**config.mk**
```make
export PLATFORM = sky130hd
export DESIGN_NAME = tlbpw_tlb
export DESIGN_NICKNAME = d
export VERILOG_FILES = /design/src/hw/rtl/tlbpw_pkg.sv /design/src/hw/rtl/tlbpw_tlb.sv
export SDC_FILE = /design/constraint.sdc
export NUM_CORES = 1
export LEC_CHECK = 0
export BUFFER_PORTS_ARGS = -buffer_cell sky130_fd_sc_hd__buf_2
export CAP_MARGIN = 20
export CORE_ASPECT_RATIO = 0.75
export CORE_MARGIN = 2
export CORE_UTILIZATION = 50
export CTS_BUF_LIST = sky130_fd_sc_hd__clkbuf_16
export CTS_CLUSTER_DIAMETER = 100
export DETAILED_ROUTE_END_ITERATION = 7
export PLACE_DENSITY = 0.68
export SYNTH_ARGS = -nofsm -noshare
export SYNTH_HDL_FRONTEND = slang
export SYNTH_SLANG_ARGS = --single-unit
```
**constraint.sdc**
```tcl
create_clock -name clk -period 4.3 [get_ports clk]
set_clock_uncertainty 0.1 [all_clocks]
set_input_delay 0.215 -clock clk [delete_from_list [all_inputs] [get_ports clk]]
set_output_delay 0.215 -clock clk [all_outputs]
set_load 0.02 [all_outputs]
```
**src/hw/rtl/tlbpw_pkg.sv**
```systemverilog
// Shared types and constants of the TLB page walk translator.
package tlbpw_pkg;

	localparam logic [15:0] LOW_BYTE_MASK = 16'h00FF;
	localparam logic [15:0] FRAME_MASK    = 16'hFF00;
	localparam logic [15:0] ACCESSED_BIT  = 16'h0020;
	localparam int          PRESENT_POS   = 0;
	localparam int          VPN_SHIFT     = 8;

	// word memory depth, a power of two so that index truncation wraps it
	localparam int          MEM_WORDS     = 65536;

	localparam logic FUNC_TRANSLATE = 1'b0;
	localparam logic FUNC_WRITE     = 1'b1;

	localparam logic [8:0] PAGE_SIZE_RESET = 9'd256;

	typedef struct packed {
		logic        en;
		logic [15:0] tag;
		logic [15:0] entry;
	} tlb_ins_t;

	typedef struct packed {
		logic        hit;
		logic [15:0] entry;
	} tlb_res_t;

endpackage

```
**src/hw/rtl/tlbpw_tlb.sv**
```systemverilog
// Fully associative TLB with in-order fill and FIFO replacement.
module tlbpw_tlb #(
	parameter int TLB_DEPTH = 8
) (
	input  logic                clk,
	input  logic                arst_n,
	input  logic [15:0]         lookup_tag,
	input  tlbpw_pkg::tlb_ins_t ins,
	output tlbpw_pkg::tlb_res_t res
);
	import tlbpw_pkg::*;

	localparam int SW = (TLB_DEPTH > 1) ? $clog2(TLB_DEPTH) : 1;
	localparam int CW = $clog2(TLB_DEPTH + 1);

	logic [15:0]   tags_q    [TLB_DEPTH];
	logic [15:0]   entries_q [TLB_DEPTH];
	logic [CW-1:0] fill_q;
	logic [SW-1:0] oldest_q;
	logic          full;
	logic [SW-1:0] ins_slot;

	// tags are unique, so at most one slot matches
	always_comb begin
		res.hit   = 1'b0;
		res.entry = '0;
		for (int i = 0; i < TLB_DEPTH; i++) begin
			if ((CW'(i) < fill_q) && (tags_q[i] == lookup_tag)) begin
				res.hit   = 1'b1;
				res.entry = res.entry | entries_q[i];
			end
		end
	end

	assign full     = (fill_q == CW'(TLB_DEPTH));
	assign ins_slot = full ? oldest_q : fill_q[SW-1:0];

	always_ff @(posedge clk or negedge arst_n) begin
		if (!arst_n) begin
			fill_q   <= '0;
			oldest_q <= '0;
		end else if (ins.en) begin
			if (!full) begin
				fill_q <= fill_q + 1'b1;
			end else if (oldest_q == SW'(TLB_DEPTH - 1)) begin
				oldest_q <= '0;
			end else begin
				oldest_q <= oldest_q + 1'b1;
			end
		end
	end

	always_ff @(posedge clk) begin
		if (ins.en) begin
			tags_q[ins_slot]    <= ins.tag;
			entries_q[ins_slot] <= ins.entry;
		end
	end
endmodule

```
Word-level counts from Yosys, hierarchy flattened
Memory sizes are Yosys's and may differ from the RTL's. Cells that the tools add are included.

Register bits after elaboration: 7. Bits in latches: 0. Memory bits (writable): 256. Bits in read-only memories: 0. Output and inout port bits: 17. Logic and storage cells: 54. Memories kept: 2.

Add/subtract/negate cells: 2. Multiply operators: 0. Div/mod/pow operators: 0. Order comparisons: 8. Eq/ne operators: 10. Shift operators: 0. Mux-type cells: 12. Bitwise gates (word level): 8. Reductions and logical operators: 10.

Memory list: entries_q (words 8, bits a word 16, read ports 8, clocked after Yosys merged registers in 0, wr ports 1, RTL line tlbpw_tlb.sv:17) `logic [15:0] entries_q [TLB_DEPTH];`; tags_q (words 8, bits a word 16, read ports 8, clocked after Yosys merged registers in 0, wr ports 1, RTL line tlbpw_tlb.sv:16) `logic [15:0] tags_q [TLB_DEPTH];`.

Operators by type and width (number): $mux 17 (8); $eq 16x16->1 (8); $or 16x16->16 (7); $lt 3x4->1 const A (4); $logic_and 1x1->1 (8); $lt 1x4->1 const A (2); $lt 2x4->1 const A (2); $mux 3 (2); $add 4x1->4 const B (1); $eq 4x4->1 const B (1); $reduce_and 2->1 (2); $add 3x1->3 const B (1); $eq 3x3->1 const B (1); $mux 1 (2); $not 1->1 (1).

Depth between registers and ports, before layout
Depth in word-level cells: 17. Mapped depth: 9. Mapped depth without buffers: 8.

Worst setup path after synthesis
Ideal clock, no wire load.

Kind: reg2reg. From: register fill_q[1]. To: memory entries_q[7][0], enable pin. Setup time: 0.421 ns. Arrival: 2.768 ns. Path slack: 1.011 ns. Stages on the path, launching flop included: 8. Cells stage by stage: dfrtp_1 > inv_2 > ha_1 > nand2_1 > nor2_1 > a21oi_1 > nand2b_1 > nor2_1.

Longest elaborated chain between the ends: 2.

RTL lines: start: declaration (RTL line tlbpw_tlb.sv:18) `logic [CW-1:0] fill_q;`; start signal: assignment (RTL line tlbpw_tlb.sv:44) `fill_q <= fill_q + 1'b1;`; $eq 4x4->1 (RTL line tlbpw_tlb.sv:35) `assign full = (fill_q == CW'(TLB_DEPTH));`; $mux 3 (*) (RTL line tlbpw_tlb.sv:36) `assign ins_slot = full ? oldest_q : fill_q[SW-1:0];`; end: declaration (RTL line tlbpw_tlb.sv:17).

Mark *: on every way between the ends. The rest lies on a longest branch, timed or not.

==> metrics <==
worst setup path category=flip-flop to output pin; Mapped Nets=about 770; Avg Vias per Cell=5.99; largest net degree at the start of global routing=33; Max Cap Viol=0; Leakage=4.10 nW; GPL Wtd Cong=roughly 0.88; f_max=about 280 MHz; Critical Path RT=between 3000 and 4000 ps; utilization after layout=about three fifths; Routed WL per cell=~24 um; Clk Latency, worst-skew pair=520 ps; yosys warns=0; GRT Total Usage=a little under a quarter; Peak VDD IR=between 0.3 and 0.4 mV; dpl hpwl=approximately 17000 um; Fin. Hold Viols=0; synth-to-layout area growth=18.1%; Worst-Margin Slew=1060 ps; DRC=0; vias in the first global route=between 6k and 7k; Final Max Slew Viols=0; IO Port Bufs=67; fin nets=a little under 900; Die X=roughly 170 um; cell row count=between 40 and 50; Syn Inst Count=711; share of cells above drive strength 1=~18%; via count=6772; Worst Hold Class=primary input to flip-flop; ys async rst share=around 2.7%; cell area power density=between 500 and 600 nW/um2; crit-path cells=inv_2 > ha_1 > inv_1 > a21oi_1 > nor4_4 > a2bb2o_1 > a221oi_1 > nand4_1 > buf_2; TritonCTS Buffers=26; most common cell after layout, fill and taps aside=edfxtp_1; clk root buf=clkbuf_16; ant diodes=0; core region area=about 21000 um2; post-route ant nets=0; Final period util=83.1%; Synth cell types=37; register area share after synthesis=just over 70%; worst-case clock buffer depth=3; crit-path leading delay family=simple AND/OR/NAND/NOR gates; most frequent cells in the layout=edfxtp_1, xnor2_1, nand3_1; Most used DFF post-synth=edfxtp_1; initial antenna violation count=0; drt total wl=~27000 um; die height=about 130 um; die area=between 20000 and 25000 um2; Total Power=6.59 mW; initial DRC count=~770; largest stage delay on the critical path=about 950 ps; RSZ-0062 raised after global routing=no; Slew HR=between 20% and 30%; CP bufs+invs=3; Crit Path Max Fanout=17; Worst Path Arrival=3260 ps; first-pass GRT wire length=a little over 40000 um; post-CTS sizing=0; placed cell count=around 1.0k; 1st-pass router iterations=8; H-tree Lvls=1; syn avg cell area=~15 um2; Ports=between 60 and 70; clk slew on worst S/H paths=60 ps; Startpoint Class=flip-flop; Post-synth EDFFs=approximately 260; Final setup viols=0; clock sinks=between 200 and 300; Critical-path top delay cell=nor4_4; Non-Filler Instances=~1.1k; Setup TNS=0 ps; Period minus WS final=around 3600 ps; CTS tree=built; Fill cells=1624; status=complete, no violations; total gr overflow=0; starting density of the core=slightly above 50%; synthesized cell area=around 11000 um2; Synth Register Bits=263; Worst setup EP type=output pin
[cells in the mapped netlist, types with 7 or more instances]
library cell / count / area (um2)
edfxtp_1: 256 / 7690
xnor2_1: 87 / 762
nand3_1: 70 / 350
nand4_1: 68 / 425
xor2_1: 43 / 377
nor2_1: 30 / 113
nand2_1: 28 / 105
buf_2: 19 / 95.1
a31oi_1: 16 / 100
o2111a_1: 16 / 180
clkbuf_1: 12 / 45.0
a21oi_1: 8 / 40.0
nor4_2: 8 / 100
dfrtp_1: 7 / 175
nor3_1: 7 / 35.0
[stage by stage]
stage / hold WS, ps / cell area, um2 / setup WS [ps]
final: 398 / 12900 / 726
after global placement: -48.5 / 11700 / 1270
after floorplan: -181 / 10900 / 1010
after global routing: 398 / 12900 / 629
after detailed placement: -47.8 / 11700 / 1040
after CTS: 382 / 12900 / 767
[final timing paths]
path	startpoint	endpoint	slack, ps	cells past startpoint
min reg2reg	fill_q[0]	fill_q[0]	470	1
min in group asynchronous	arst_n	fill_q[0]	540	3
min	ins[11]	entries_q[1][11]	400	2
max in group asynchronous	arst_n	fill_q[2]	3330	3
max	fill_q[1]	res[16]	730	9
max reg2reg	fill_q[1]	entries_q[6][0]	1030	8
[power breakdown]
group	switching (mW)	internal (mW)
combinational	0.638	0.280
clock	0.956	1.28
sequential	0.167	3.26
total	1.76	4.82
[layout make-up]
cell class / instances / area (um2) / share of cell area, %
repair buffers: 121 / 852 / 6.61
flip-flops and latches: 263 / 7860 / 61.0
clock buffers: 26 / 651 / 5.05
clock inverters: 22 / 190 / 1.48
inverters: 3 / 11.3 / 0.0874
multi-input cells: 407 / 2960 / 23.0
well taps: 288 / 360 / 2.80
[cell families after synthesis]
kind of cell / after synthesis / synth area share, %
adders and majority gates: 4 / 0.459
AOI/OAI and AO/OA: 50 / 3.85
and+or+nand+nor: 221 / 11.0
muxes: 2 / 0.206
DFF: 263 / 72.0
xor gates and xnor gates: 130 / 10.4
buffers and inverters: 41 / 1.97
[sequential cells by signal (all words and copies together), names as in the netlist]
| signal | cells |
|---|---|
| entries_q | 128 |
| tags_q | 128 |
| fill_q | 4 |
| oldest_q | 3 |
[worst register-to-register path: cells and delay by family, from the launching register on]
family | cells | cell delay [ps]
AO/OA/AOI/OAI | 1 | 180
adder cells (fa/ha/maj) | 1 | 300
buffers and inverters | 1 | 140
flip-flops | 1 | 480
AND/OR/NAND/NOR | 5 | 1690
[per-layer routing]
layer	up-vias	track usage (%)	part of all wire [%]
li1	2959	-	-
met1	3422	35.7	44
met2	349	35.6	45
met3	42	3.98	9.6
met4	0	6.06	2.0
met5	-	0	0
[what timing repair did]
action                    CTS  global route
hold endpoints to repair  265             0
buffers inserted            0             0
hold buffers               35             0
Note: power is estimated with default switching activity, not from simulation.
